### src/design/rmq_pkg.sv
`timescale 1ns / 1ps
// ---------------------------------------------------------------------------
// rmq_pkg
// Types, widths and helpers for the rotation matrix to quaternion core.
// ---------------------------------------------------------------------------
package rmq_pkg;

   localparam int FRAC_BITS = 16;
   localparam int IN_W      = 18;
   localparam int T_W       = IN_W + 3;
   localparam int NUM_W     = IN_W + 1;
   localparam int MAG_W     = NUM_W;
   localparam int ROOT_W    = (T_W - 1 + FRAC_BITS + 1) / 2;
   localparam int RAD_W     = 2 * ROOT_W;
   localparam int SQ_REM_W  = ROOT_W + 2;
   localparam int S_W       = ROOT_W + 1;
   localparam int DV_REM_W  = S_W + 1;
   localparam int DIVD_W    = MAG_W + FRAC_BITS;
   localparam int Q_W       = DIVD_W + 2;
   localparam int SQ_STEPS  = ROOT_W;
   localparam int DIV_STEPS = DIVD_W;
   localparam int LANES     = 3;

   localparam logic signed [T_W-1:0] ONE = T_W'(1) << FRAC_BITS;

   typedef enum logic [1:0] {
      BR_TRACE = 2'd0,
      BR_X     = 2'd1,
      BR_Y     = 2'd2,
      BR_Z     = 2'd3
   } branch_type;

   typedef struct packed {
      logic                              valid;
      logic                              degen;
      branch_type                        branch;
      logic [LANES-1:0][NUM_W-1:0]       num;
      logic [RAD_W-1:0]                  rad;
      logic [ROOT_W-1:0]                 root;
      logic [SQ_REM_W-1:0]               rem;
   } sq_type;

   typedef struct packed {
      logic                              valid;
      logic                              degen;
      branch_type                        branch;
      logic [LANES-1:0]                  neg;
      logic [ROOT_W-1:0]                 root;
      logic [S_W-1:0]                    divisor;
      logic [LANES-1:0][DIVD_W-1:0]      acc;
      logic [LANES-1:0][DV_REM_W-1:0]    rem;
   } dv_type;

   function automatic logic [IN_W-1:0] sat_q(input logic signed [Q_W-1:0] v);
      logic signed [Q_W-1:0] hi;
      logic signed [Q_W-1:0] lo;
      hi = Q_W'((64'sd1 <<< (IN_W - 1)) - 64'sd1);
      lo = -Q_W'(64'sd1 <<< (IN_W - 1));
      if (v > hi) begin
         return hi[IN_W-1:0];
      end else if (v < lo) begin
         return lo[IN_W-1:0];
      end
      return v[IN_W-1:0];
   endfunction

endpackage

### src/design/rmq_div_cell.sv
`timescale 1ns / 1ps
// ---------------------------------------------------------------------------
// rmq_div_cell
// One restoring division step on three lanes sharing a divisor; the
// dividend register fills with quotient bits from the bottom.
// ---------------------------------------------------------------------------
module rmq_div_cell (
   input  logic           clock,
   input  logic           reset,
   input  logic           en,
   input  rmq_pkg::dv_type cell_in,
   output rmq_pkg::dv_type cell_ff
);

   rmq_pkg::dv_type              cell_in_next;
   logic [rmq_pkg::DV_REM_W-1:0] rem_sh;
   logic [rmq_pkg::DV_REM_W-1:0] dsr;

   always_comb begin
      cell_in_next = cell_in;
      rem_sh = '0;
      dsr    = {1'b0, cell_in.divisor};
      for (int i = 0; i < rmq_pkg::LANES; i++) begin
         rem_sh = {cell_in.rem[i][rmq_pkg::DV_REM_W-2:0],
                   cell_in.acc[i][rmq_pkg::DIVD_W-1]};
         if (rem_sh >= dsr) begin
            cell_in_next.rem[i] = rem_sh - dsr;
            cell_in_next.acc[i] = {cell_in.acc[i][rmq_pkg::DIVD_W-2:0], 1'b1};
         end else begin
            cell_in_next.rem[i] = rem_sh;
            cell_in_next.acc[i] = {cell_in.acc[i][rmq_pkg::DIVD_W-2:0], 1'b0};
         end
      end
   end

   always_ff @(posedge clock) begin
      if (reset) begin
         cell_ff.valid <= 1'b0;
      end else if (en) begin
         cell_ff <= cell_in_next;
      end
   end

endmodule
### config.mk
export PLATFORM = sky130hd
export DESIGN_NAME = rmq_div_cell
export DESIGN_NICKNAME = d
export VERILOG_FILES = /design/src/design/rmq_pkg.sv /design/src/design/rmq_div_cell.sv
export SDC_FILE = /design/constraint.sdc
export NUM_CORES = 1
export LEC_CHECK = 0
export BUFFER_PORTS_ARGS = -buffer_cell sky130_fd_sc_hd__buf_4
export CAP_MARGIN = 10
export CORE_AREA = 2 2 165 167
export DETAILED_ROUTE_END_ITERATION = 10
export DIE_AREA = 0 0 167 169
export GPL_TIMING_DRIVEN = 1
export PLACE_DENSITY_LB_ADDON = 0.12
export SYNTH_ARGS = -nofsm -noshare
export SYNTH_HDL_FRONTEND = slang
export SYNTH_SLANG_ARGS = --single-unit
### constraint.sdc
create_clock -name clock -period 20.2 [get_ports clock]
set_clock_uncertainty 0.1 [all_clocks]
set_input_delay 3.03 -clock clock [delete_from_list [all_inputs] [get_ports clock]]
set_output_delay 3.03 -clock clock [all_outputs]
set_load 0.02 [all_outputs]
==> metrics.csv <==
stage,metric,value,unit
global_routing,grt_usage,0.202,
global_routing,antenna_found_initial,2,
job,drv_cap,0,
clock_tree,clock_path_buffers,3,
floorplanning,die_h,169,microns
clock_tree,cts.sinks,209,
floorplanning,ioPinCount,421,
final_layout,top_regs,cell_ff (209),
worst_setup_path,r2r_slack,19520,ps
synth,synthDominantCellAreaShare,0.618,
power,p_leak,0.00606,uW
synth,async_flop_share,0,
clock_tree,clk_pin_slew,60,ps
drt,wl_per_cell,19.4,microns
worst_setup_path,crit_fanout,21,
drt,ant_nets,0,
sta,period_share,0.306,
drt,drc,0,
worst_setup_path,end_kind,register,
global_routing,grt_max_degree,176,
placement,hpwl,23.6,mm
sta,maxSlewHeadroom,0.223,
worst_setup_path,critPathArrivalTime,6340,ps
sta,setup_violations,0,
drt,vias,7748,
placement,numPortBuffers,417,
worst_setup_path,crit_type,input port to register,
clock_tree,tritoncts,done,
sta,rsz0062_at_grt,no,
drt,totalWireLength,30.1,mm
synth,netlist_top_cells_area,"edfxtp_1, ha_1, nand2_1",
clock_tree,holdBufCountCts,0,
clock_tree,insertion_delay,510,ps
synth,ys_seq_area_frac,0.620,
final_layout,drive_above_1_share,0.399,
power,power_density,84.9,nW/um^2
final_layout,areaGrowthSynthToFinish,42.2,%
synth,avgSynthCellArea,13.1,sq um
sta,fin_tns_setup,0,ps
final_layout,nNetsFinal,1466,
sta,finalHoldViolations,0,
clock_tree,htree_levels,1,
sta,worst-slew-pin-transition,1170,ps
floorplanning,start_util,0.381,
global_routing,grt.overflow.total,0,
global_routing,grt_pass1_vias,7626,
synth,syn_nets,1043,
outcome,outcome,"finished, final reports clean",
floorplanning,die_x,167,microns
final_layout,top_register,cell_ff,
final_layout,largest_reg_flops,209,
clock_tree,cts_setup_buffers,0,
sta,period_needed,6180,ps
floorplanning,core,26500,sq um
clock_tree,cts_made_buffers,24,
worst_setup_path,critPathRequiredTime,20360,ps
clock_tree,cts_resized,0,
synth,synth_edf_count,208,
synth,synth_warnings,0,
sta,fmax,162,MHz
synth,ys_ff_latch,209,
clock_tree,root_buffer,clkbuf_16,
worst_setup_path,cp_cell_sequence,buf_4 > ha_1 > fa_1 > nor2b_1 > o31a_1 > a2bb2oi_1 > nor3_1 > o221ai_1 > a211o_1 > mux2_1,
hold_path,min_path_type,register to register,
worst_setup_path,startpoint_type,input port,
synth,ys_types,59,
floorplanning,die-area,28200,sq um
synth,syn_inst,771,
worst_setup_path,cpPeakStageDelay,940,ps
floorplanning,rows,60,
synth,synthesis.area,10100,sq um
drt,drt_first_iter_violations,496,
final_layout,final_core_util,0.542,
drt,drt_pass1_iterations,5,
synth,synth_top_flop_cell,edfxtp_1,
placement,gp_congestion,0.886,
synth,yosys.area.top_type,edfxtp_1,
power,peakVddDrop,0.0000598,V
worst_setup_path,cp_slowest_cell,a211o_1,
global_routing,grt_pass1_wl,44.2,mm
sta,slew_violations,0,
drt,viasPerCell,4.99,
-- final timing paths --
check	end	cells past startpoint	startpoint
setup / recovery	cell_ff[22]	10	cell_in[165]
hold / removal	cell_ff[208]	2	cell_ff[208]
hold reg to reg	cell_ff[208]	2	cell_ff[208]
setup reg to reg	cell_ff[208]	2	cell_ff[208]
-- cell usage in the layout, fill, tap and decap left out, types with 7 or more instances in the layout --
| cell | Yosys | layout |
|---|---|---|
| nand4_1 | 9 | 9 |
| o21ai_0 | 21 | 21 |
| inv_1 | 38 | 38 |
| mux2_4 | 16 | 16 |
| o21a_1 | 19 | 19 |
| o31a_1 | 7 | 7 |
| nand2_1 | 66 | 66 |
| o21ai_1 | 42 | 42 |
| xnor2_1 | 24 | 24 |
| xor2_1 | 13 | 13 |
| a21o_1 | 13 | 13 |
| buf_4 | 0 | 419 |
| nor3_1 | 13 | 13 |
| ha_1 | 57 | 57 |
| nor2_1 | 33 | 33 |
| nand3_1 | 10 | 10 |
| edfxtp_1 | 208 | 208 |
| nor2b_1 | 10 | 9 |
| a21oi_1 | 45 | 45 |
| clkbuf_16 | 0 | 25 |
-- layer usage --
metal / vias to the layer above / track usage / routed length (microns)
li1: 3797 / - / -
met1: 3635 / 0.240 / 11600
met2: 275 / 0.366 / 15600
met3: 41 / 0.0510 / 2300
met4: 0 / 0.0502 / 571
met5: - / 0 / 0
-- power by group --
group	leakage [uW]	switching, uW	internal, uW
Sequential	0.00196	9.01	521
Clock	0.000364	175	239
Combinational	0.00374	150	126
-- cell type report --
class | instances | area (sq um)
inverters | 42 | 158
well taps | 341 | 427
repair buffers | 420 | 3170
diodes | 2 | 5.00
multi-input cells | 497 | 3600
clock inverters | 14 | 104
flip-flops and latches | 209 | 6270
fillers | 2354 | 12100
clock buffers | 29 | 641
-- cells in the mapped netlist (6+ instances only) --
master / instances
edfxtp_1: 208
nand2_1: 66
ha_1: 57
a21oi_1: 45
o21ai_1: 42
inv_1: 38
nor2_1: 33
xnor2_1: 24
o21ai_0: 21
o21a_1: 19
clkbuf_1: 18
mux2_4: 16
a21o_1: 13
nor3_1: 13
xor2_1: 13
nand3_1: 10
nor2b_1: 10
nand4_1: 9
o31a_1: 7
a211oi_1: 6
a31oi_1: 6
o2111ai_1: 6
-- through the flow --
stage               area [sq um]  std cells  setup WS [ps]  power [uW]  hold slack [ps]
floorplan                  10100        771           7060         706              479
global placement           13600       1509          13500         814              381
detailed placement         13600       1509          13480         816              399
CTS                        14400       1552          14020        1230              412
global route               14400       1554          13840        1270              479
finish                     14400       1554          14020        1220              413
-- kinds of logic after synthesis --
family / after synthesis / synth area share
buffers and inverters: 65 / 0.0260
muxes: 27 / 0.0355
DFF: 209 / 0.620
and+or+nand+nor: 163 / 0.0749
adders and majority gates: 60 / 0.0765
xor gates and xnor gates: 37 / 0.0321
AOI/OAI and AO/OA: 210 / 0.135
-- critical path: cells and delay by family --
| kind | cells | cell delay (ps) |
|---|---|---|
| multiplexers | 1 | 390 |
| adder cells (fa/ha/maj) | 2 | 620 |
| AND/OR/NAND/NOR | 2 | 300 |
| AO/OA/AOI/OAI | 4 | 1830 |
| buffers and inverters | 1 | 140 |
No activity file was read; power rests on OpenSTA's default activity.
