<file path="src/design/rmq_pkg.sv">
`timescale 1ns / 1ps
// ---------------------------------------------------------------------------
// rmq_pkg
// Types, widths and helpers for the rotation matrix to quaternion core.
// ---------------------------------------------------------------------------
package rmq_pkg;

   localparam int FRAC_BITS = 16;
   localparam int IN_W      = 18;
   localparam int T_W       = IN_W + 3;
   localparam int NUM_W     = IN_W + 1;
   localparam int MAG_W     = NUM_W;
   localparam int ROOT_W    = (T_W - 1 + FRAC_BITS + 1) / 2;
   localparam int RAD_W     = 2 * ROOT_W;
   localparam int SQ_REM_W  = ROOT_W + 2;
   localparam int S_W       = ROOT_W + 1;
   localparam int DV_REM_W  = S_W + 1;
   localparam int DIVD_W    = MAG_W + FRAC_BITS;
   localparam int Q_W       = DIVD_W + 2;
   localparam int SQ_STEPS  = ROOT_W;
   localparam int DIV_STEPS = DIVD_W;
   localparam int LANES     = 3;

   localparam logic signed [T_W-1:0] ONE = T_W'(1) << FRAC_BITS;

   typedef enum logic [1:0] {
      BR_TRACE = 2'd0,
      BR_X     = 2'd1,
      BR_Y     = 2'd2,
      BR_Z     = 2'd3
   } branch_type;

   typedef struct packed {
      logic                              valid;
      logic                              degen;
      branch_type                        branch;
      logic [LANES-1:0][NUM_W-1:0]       num;
      logic [RAD_W-1:0]                  rad;
      logic [ROOT_W-1:0]                 root;
      logic [SQ_REM_W-1:0]               rem;
   } sq_type;

   typedef struct packed {
      logic                              valid;
      logic                              degen;
      branch_type                        branch;
      logic [LANES-1:0]                  neg;
      logic [ROOT_W-1:0]                 root;
      logic [S_W-1:0]                    divisor;
      logic [LANES-1:0][DIVD_W-1:0]      acc;
      logic [LANES-1:0][DV_REM_W-1:0]    rem;
   } dv_type;

   function automatic logic [IN_W-1:0] sat_q(input logic signed [Q_W-1:0] v);
      logic signed [Q_W-1:0] hi;
      logic signed [Q_W-1:0] lo;
      hi = Q_W'((64'sd1 <<< (IN_W - 1)) - 64'sd1);
      lo = -Q_W'(64'sd1 <<< (IN_W - 1));
      if (v > hi) begin
         return hi[IN_W-1:0];
      end else if (v < lo) begin
         return lo[IN_W-1:0];
      end
      return v[IN_W-1:0];
   endfunction

endpackage

</file>
<file path="src/design/rmq_sqrt_cell.sv">
`timescale 1ns / 1ps
// ---------------------------------------------------------------------------
// rmq_sqrt_cell
// One digit step of the integer square root; takes two radicand bits,
// decides one root bit and hands the transaction to the next cell.
// ---------------------------------------------------------------------------
module rmq_sqrt_cell (
   input  logic           clock,
   input  logic           reset,
   input  logic           en,
   input  rmq_pkg::sq_type cell_in,
   output rmq_pkg::sq_type cell_ff
);

   rmq_pkg::sq_type              cell_in_next;
   logic [rmq_pkg::SQ_REM_W-1:0] rem_sh;
   logic [rmq_pkg::SQ_REM_W-1:0] trial;

   always_comb begin
      cell_in_next = cell_in;
      rem_sh = {cell_in.rem[rmq_pkg::SQ_REM_W-3:0],
                cell_in.rad[rmq_pkg::RAD_W-1:rmq_pkg::RAD_W-2]};
      trial  = {cell_in.root, 2'b01};
      cell_in_next.rad = {cell_in.rad[rmq_pkg::RAD_W-3:0], 2'b00};
      if (rem_sh >= trial) begin
         cell_in_next.rem  = rem_sh - trial;
         cell_in_next.root = {cell_in.root[rmq_pkg::ROOT_W-2:0], 1'b1};
      end else begin
         cell_in_next.rem  = rem_sh;
         cell_in_next.root = {cell_in.root[rmq_pkg::ROOT_W-2:0], 1'b0};
      end
   end

   always_ff @(posedge clock) begin
      if (reset) begin
         cell_ff.valid <= 1'b0;
      end else if (en) begin
         cell_ff <= cell_in_next;
      end
   end

endmodule

</file>
<file path="config.mk">
export PLATFORM = sky130hd
export DESIGN_NAME = rmq_sqrt_cell
export DESIGN_NICKNAME = d
export VERILOG_FILES = /design/src/design/rmq_pkg.sv /design/src/design/rmq_sqrt_cell.sv
export SDC_FILE = /design/constraint.sdc
export NUM_CORES = 1
export LEC_CHECK = 0
export ABC_AREA = 1
export ABC_CLOCK_PERIOD_IN_PS = 9100
export BUFFER_PORTS_ARGS = -buffer_cell sky130_fd_sc_hd__buf_2
export CORE_ASPECT_RATIO = 1.2
export CORE_UTILIZATION = 35
export DETAILED_ROUTE_END_ITERATION = 7
export HOLD_SLACK_MARGIN = 0.02
export MAX_ROUTING_LAYER = met4
export PLACE_DENSITY = 0.69
export SETUP_SLACK_MARGIN = 0.5
export SYNTH_ARGS = -nofsm -noshare
export SYNTH_HDL_FRONTEND = slang
export SYNTH_SLANG_ARGS = --single-unit
export TNS_END_PERCENT = 100
</file>
<file path="constraint.sdc">
create_clock -name clock -period 9.1 [get_ports clock]
set_input_delay 1.365 -clock clock [delete_from_list [all_inputs] [get_ports clock]]
set_output_delay 1.365 -clock clock [all_outputs]
set_load 0.02 [all_outputs]
</file>
==> results.toml, run 1 <==
[detailed_routing]
postRouteWirelength_um = 15700
detailroute.via_count = 4240
first_pass_drt_iterations = 4
routed_via_density = 4.31
drc = 0
first_iter_violations = 313
detail_route.wl_per_cell_um = 15.9
route.antenna.remaining_nets = 0

[place]
dp_hpwl_um = 12400
placement.setup.worst_slack_ns = 5.56
numPortBuffers = 268
gp_routability_congestion = 0.961
placed_cell_area_um2 = 7250

[logic_synthesis]
number_of_enable_type_register_cells_in_the_synthesized_netlist = 132
synth.most_common_cell = "sky130_fd_sc_hd__nand2_1"
post_synthesis_sequential_element_count = 133
postSynth.asyncResetShare_pct = 0
yosysSeqAreaShare_pct = 70.3
synth_top_flop_cell = "sky130_fd_sc_hd__edfxtp_1"
syn-cell-area_um2 = 5670
top_post_synthesis_cells_by_count = "sky130_fd_sc_hd__nand2_1 (140), sky130_fd_sc_hd__edfxtp_1 (132), sky130_fd_sc_hd__inv_1 (55)"
synth_largest_area_cell = "sky130_fd_sc_hd__edfxtp_1"
synth.yosys.warnings = 0
synthTopCellsByArea = "sky130_fd_sc_hd__edfxtp_1 (70%), sky130_fd_sc_hd__nand2_1 (9.3%), sky130_fd_sc_hd__ha_1 (4.4%)"
post_synth_cell_types = 29
postSynthAreaPerCell_um2 = 12.1
synth_top_cell_area_share_pct = 69.9
synthesis.instances = 468

[timing]
period_needed_ns = 3.12
totalNegativeSetupSlack_ns = 0
slew-limit-headroom_pct = 28.9
slew_violations = 0
rsz0062_at_grt = "no"
final_min_period_over_clock_period_pct = 34.2
worst-slew-pin-transition_ns = 1.07
max_freq_ghz = 0.321
setup_violations = 0
timing.final.ws_setup_ns = 5.98
finClkSkew_ns = 0
report.final.hold_viol_count = 0

[worst_setup_path]
critical_path.slowest_cell = "sky130_fd_sc_hd__buf_4"
crit_type = "input port to register"
worst_ep_arrival_time_ns = 3.13
critPathLaunchType = "input port"
critPathCaptureType = "register"
critPathMostFrequentCell = "sky130_fd_sc_hd__buf_4"
critical_path.cell_chain = "buf_2 -> inv_1 -> nor2_4 -> buf_4 -> buf_4"
crit_family = "buffers and inverters"
timing.critical_path.required_ns = 9.12
slowest_delay_ns = 0.90
critical_path_peak_fanout = 87
crit_buf_inv = 4

[floorplan]
io_pins = 273
die_w_um = 118
dieArea_um2 = 16700
fp.dieH_um = 141
std_cell_rows = 50
initial_core_util_pct = 36.1
core_area_um2 = 15700

[clock_tree]
cts.reportedPaths.clkPinSlew_ns = 0.06
source_to_sink_clock_delay_at_the_later_pin_of_the_worst_skew_pair_ns = 0.40
cts_max_path_buffers = 2
post_cts.repair.setup_buffers = 0
cts.repair.resized = 0
tritoncts = "done"
cts.sinks = 133
cts-hold-fix-buffers = 0
cts_buffers = 17
cts_root_buf = "sky130_fd_sc_hd__clkbuf_16"
cts.htree.levels = 4

[flow_run]
max_cap_viol_count = 0

[grt]
global_route_wire_length_before_repair_um = 23100
grt_max_degree = 88
grt_remaining_overflow = 0
grt_use_total_pct = 19.5
grt_pass1_vias = 4149
grt_antenna_before_repair = 10

[status]
run_status = "finished, final reports clean"

[layout]
drive_above_1_share_pct = 42.4
largest_register_ff_count = 133
design.final.nets = 911
finish.instance_area_um2 = 7870
synthToLayoutAreaGrowth_pct = 38.8
largest_registers = "cell_ff (133)"
largest_register = "cell_ff"
final.fill_count = 1461
sequential_cell_area_um2 = 3980
multi_input_area_um2 = 1400

[power_and_ir_drop]
power-per-cell-area_nw_per_um2 = 214
peakVddDrop_v = 0.000114
static-leakage-power_nw = 3.65

[hold_path]
tightest_hold_check_type = "register to register"
## worst min-delay path, cell delays in order, from the launching register on
cell and delay (ns):
sky130_fd_sc_hd__dfxtp_1 0.31, sky130_fd_sc_hd__nand2_1 0.06, sky130_fd_sc_hd__a21oi_1 0.06
## cell families after synthesis
logic type	share of synthesized area (%)
other	0.0662
and+or+nand+nor	16.3
adders and majority gates	4.42
AOI/OAI and AO/OA	2.01
DFF	70.3
buffers and inverters	5.25
xor gates and xnor gates	1.70
## power breakdown
| part | switching, mW | internal (mW) | total [mW] | leakage [nW] |
|---|---|---|---|---|
| sequential | 0.00919 | 0.727 | 0.736 | 1.24 |
| clock | 0.280 | 0.412 | 0.692 | 0.278 |
| combinational | 0.169 | 0.0869 | 0.256 | 2.13 |
## per-layer routing
layer	track usage [%]	wire length (µm)
met1	20.3	5860
met2	33.4	7990
met3	8.20	1580
met4	6.34	227
met5	-	0
## cells in the final DEF, fill, tap and decap left out
master,n
sky130_fd_sc_hd__buf_2,268
sky130_fd_sc_hd__nand2_1,140
sky130_fd_sc_hd__edfxtp_1,132
sky130_fd_sc_hd__inv_1,55
sky130_fd_sc_hd__nor2_1,25
sky130_fd_sc_hd__nand3_1,21
sky130_fd_sc_hd__ha_1,20
sky130_fd_sc_hd__clkbuf_16,17
sky130_fd_sc_hd__a21oi_1,13
sky130_fd_sc_hd__diode_2,10
sky130_fd_sc_hd__xor2_1,9
sky130_fd_sc_hd__inv_2,8
sky130_fd_sc_hd__nand2_2,7
sky130_fd_sc_hd__inv_6,6
sky130_fd_sc_hd__nor3_1,5
sky130_fd_sc_hd__nand3b_1,5
sky130_fd_sc_hd__nor2_4,4
sky130_fd_sc_hd__clkinvlp_4,4
sky130_fd_sc_hd__o21ai_0,3
sky130_fd_sc_hd__o21ai_1,2
sky130_fd_sc_hd__nand3_2,2
sky130_fd_sc_hd__xnor2_1,2
sky130_fd_sc_hd__conb_1,2
sky130_fd_sc_hd__bufinv_16,2
sky130_fd_sc_hd__inv_8,2
sky130_fd_sc_hd__buf_4,2
sky130_fd_sc_hd__and2_1,1
sky130_fd_sc_hd__o21a_1,1
sky130_fd_sc_hd__clkinv_1,1
sky130_fd_sc_hd__a21oi_2,1
sky130_fd_sc_hd__nand2_8,1
sky130_fd_sc_hd__nand4_1,1
sky130_fd_sc_hd__o21bai_1,1
sky130_fd_sc_hd__dfxtp_1,1
sky130_fd_sc_hd__clkinv_4,1
sky130_fd_sc_hd__clkbuf_1,1
## path summary, 6_finish.rpt
check	slack, ns	start	cells past startpoint	endpoint
worst max-delay path	5.98	en	5	cell_ff[75]
worst min-delay path	0.48	cell_ff[134]	2	cell_ff[134]
worst max register to register	8.51	cell_ff[134]	2	cell_ff[134]
worst min register to register	0.48	cell_ff[134]	2	cell_ff[134]
## through the flow
| step | hold slack (ns) | util (%) | instances | total power [mW] |
|---|---|---|---|---|
| floorplan | 0.530 | - | 469 | 0.915 |
| global placement | 0.458 | 46.1 | 942 | 1.00 |
| detailed placement | 0.474 | 46.1 | 942 | 1.01 |
| CTS | 0.483 | 49.9 | 974 | 1.70 |
| global route | 0.496 | 50.1 | 984 | 1.75 |
| finish | 0.478 | 50.1 | 984 | 1.68 |
## cell type report
cell class	instances	share of cell area (%)
Clock inverter	14	2.10
Tap cell	208	3.31
Multi-Input combinational cell	266	17.8
Inverter	65	3.17
Timing Repair Buffer	270	17.2
Clock buffer	18	5.46
Antenna cell	10	0.318
Sequential cell	133	50.7
Power figures use the tool's default switching activity.
==> run 2, diff against run 1 <==
--- a/config.mk
+++ b/config.mk
@@ -6,14 +6,14 @@
 export NUM_CORES = 1
 export LEC_CHECK = 0
 export ABC_AREA = 1
-export ABC_CLOCK_PERIOD_IN_PS = 9100
+export ABC_CLOCK_PERIOD_IN_PS = 2600
 export BUFFER_PORTS_ARGS = -buffer_cell sky130_fd_sc_hd__buf_2
 export CORE_ASPECT_RATIO = 1.2
 export CORE_UTILIZATION = 35
 export DETAILED_ROUTE_END_ITERATION = 7
 export HOLD_SLACK_MARGIN = 0.02
 export MAX_ROUTING_LAYER = met4
-export PLACE_DENSITY = 0.69
+export PLACE_DENSITY = 0.72
 export SETUP_SLACK_MARGIN = 0.5
 export SYNTH_ARGS = -nofsm -noshare
 export SYNTH_HDL_FRONTEND = slang
==> constraint.sdc (replaced) <==
create_clock -name clock -period 2.6 [get_ports clock]
set_input_delay 0.39 -clock clock [delete_from_list [all_inputs] [get_ports clock]]
set_output_delay 0.39 -clock clock [all_outputs]
set_load 0.02 [all_outputs]
==> results.toml, run 2 (synthesis results as in run 1) <==
[clock_tree]
cts.sinks = 133
tritoncts = "done"
cts.repair.resized = 0
cts-hold-fix-buffers = 0
cts.htree.levels = 4
cts.reportedPaths.clkPinSlew_ns = 0.06
source_to_sink_clock_delay_at_the_later_pin_of_the_worst_skew_pair_ns = 0.41
cts_root_buf = "sky130_fd_sc_hd__clkbuf_16"
cts_max_path_buffers = 2
post_cts.repair.setup_buffers = 0
cts_buffers = 17

[detailed_routing]
detailroute.via_count = 4246
postRouteWirelength_um = 16100
first_pass_drt_iterations = 4
routed_via_density = 4.28
drc = 0
detail_route.wl_per_cell_um = 16.2
route.antenna.remaining_nets = 0
first_iter_violations = 234

[place]
gp_routability_congestion = 0.975
dp_hpwl_um = 13000
placement.setup.worst_slack_ns = 0.360
numPortBuffers = 268

[timing]
totalNegativeSetupSlack_ns = 0
report.final.hold_viol_count = 0
rsz0062_at_grt = "no"
finClkSkew_ns = 0
period_needed_ns = 1.80
slew_violations = 0
final_min_period_over_clock_period_pct = 69.1
timing.final.ws_setup_ns = 0.804
setup_violations = 0
max_freq_ghz = 0.557
hold_slack_ns = 0.151

[floorplan]
die_w_um = 118
fp.dieH_um = 141
initial_core_util_pct = 36.1
io_pins = 273
dieArea_um2 = 16700
core_area_um2 = 15700
std_cell_rows = 50

[grt]
grt_max_degree = 76
grt_pass1_vias = 4370
grt_remaining_overflow = 0
grt_use_total_pct = 20.5
global_route_wire_length_before_repair_um = 24000
grt_antenna_before_repair = 17

[worst_setup_path]
crit_type = "input port to register"
worst_ep_arrival_time_ns = 1.96
critPathCaptureType = "register"
slowest_delay_ns = 0.33
critical_path.cell_chain = "buf_2 -> inv_1 -> ha_1 -> nand2_1 -> inv_1 -> a21oi_1 -> nand3_1 -> nand2_1 -> nand3_1 -> nand3_1 -> nand2_1"
critical_path.slowest_cell = "sky130_fd_sc_hd__ha_1"
critical_path_peak_fanout = 4
timing.critical_path.required_ns = 2.76
critPathLaunchType = "input port"

[layout]
final.fill_count = 1457
layout.cells.most_common_list = "sky130_fd_sc_hd__buf_2 (268), sky130_fd_sc_hd__nand2_1 (140), sky130_fd_sc_hd__edfxtp_1 (132), sky130_fd_sc_hd__inv_1 (54), sky130_fd_sc_hd__nor2_1 (25)"
largest_register = "cell_ff"
synthToLayoutAreaGrowth_pct = 39.5
largest_register_ff_count = 133
drive_above_1_share_pct = 42.6
largest_registers = "cell_ff (133)"
utilization_pct = 50.4
final_common_cell = "sky130_fd_sc_hd__buf_2"
design.final.nets = 911

[hold_path]
tightest_hold_check_type = "input port to register"

[power_and_ir_drop]
peakVddDrop_v = 0.000348
static-leakage-power_nw = 3.67
totalPowerFinal_mw = 5.82
power-per-cell-area_nw_per_um2 = 736

[flow_run]
max_cap_viol_count = 0

[status]
run_status = "finished, final reports clean"
run 2: cell types whose count changed in the layout (fill, tap and decap cells not counted):
cell	before	now
sky130_fd_sc_hd__diode_2	10	18
sky130_fd_sc_hd__clkinv_2	0	4
sky130_fd_sc_hd__clkinvlp_4	4	0
sky130_fd_sc_hd__clkinv_4	1	4
sky130_fd_sc_hd__buf_12	0	2
sky130_fd_sc_hd__buf_4	2	0
sky130_fd_sc_hd__inv_6	6	4
sky130_fd_sc_hd__clkbuf_1	1	0
sky130_fd_sc_hd__inv_1	55	54
sky130_fd_sc_hd__inv_12	0	1
sky130_fd_sc_hd__inv_8	2	1
run 2: power breakdown:
group	internal, mW	leakage, nW	total [mW]	switching [mW]
Sequential	2.54	1.24	2.58	0.0338
Combinational	0.309	2.14	0.903	0.594
Clock	1.42	0.290	2.34	0.917
Total	4.27	3.67	5.82	1.54
run 2: path summary, 6_finish.rpt:
path / endpoint / depth (start not counted) / start / slack, ns
max: cell_ff[17] / 11 / cell_in[26] / 0.80
min: cell_ff[93] / 1 / cell_in[93] / 0.15
max reg2reg: cell_ff[134] / 2 / cell_ff[134] / 2.02
min reg2reg: cell_ff[134] / 2 / cell_ff[134] / 0.48
run 2: worst max-delay path, delay by kind of cell:
family                   cells  cell delay (ns)
AO/OA/AOI/OAI                1             0.27
adder cells (fa/ha/maj)      1             0.33
buffers and inverters        3             0.21
AND/OR/NAND/NOR              6             0.75
run 2: layout make-up:
class | count | area, µm² | area share, %
Inverter | 65 | 262 | 3.31
Timing Repair Buffer | 270 | 1380 | 17.5
Clock inverter | 14 | 153 | 1.93
Multi-Input combinational cell | 266 | 1400 | 17.7
Tap cell | 208 | 260 | 3.29
Sequential cell | 133 | 3980 | 50.4
Antenna cell | 18 | 45.0 | 0.570
Clock buffer | 17 | 425 | 5.38
run 2: metrics by stage:
stage               std cells  instance area, µm²
floorplan                 469                5690
global placement          942                7280
detailed placement        942                7280
CTS                       973                7860
global route              990                7900
finish                    991                7910
run 2: layer usage:
layer	global-route usage, %	wire length [µm]	up-vias
met2	34.1	8140	160
met5	-	0	-
met3	11.9	1880	14
li1	-	-	2165
met1	19.5	5850	1907
met4	7.29	205	0
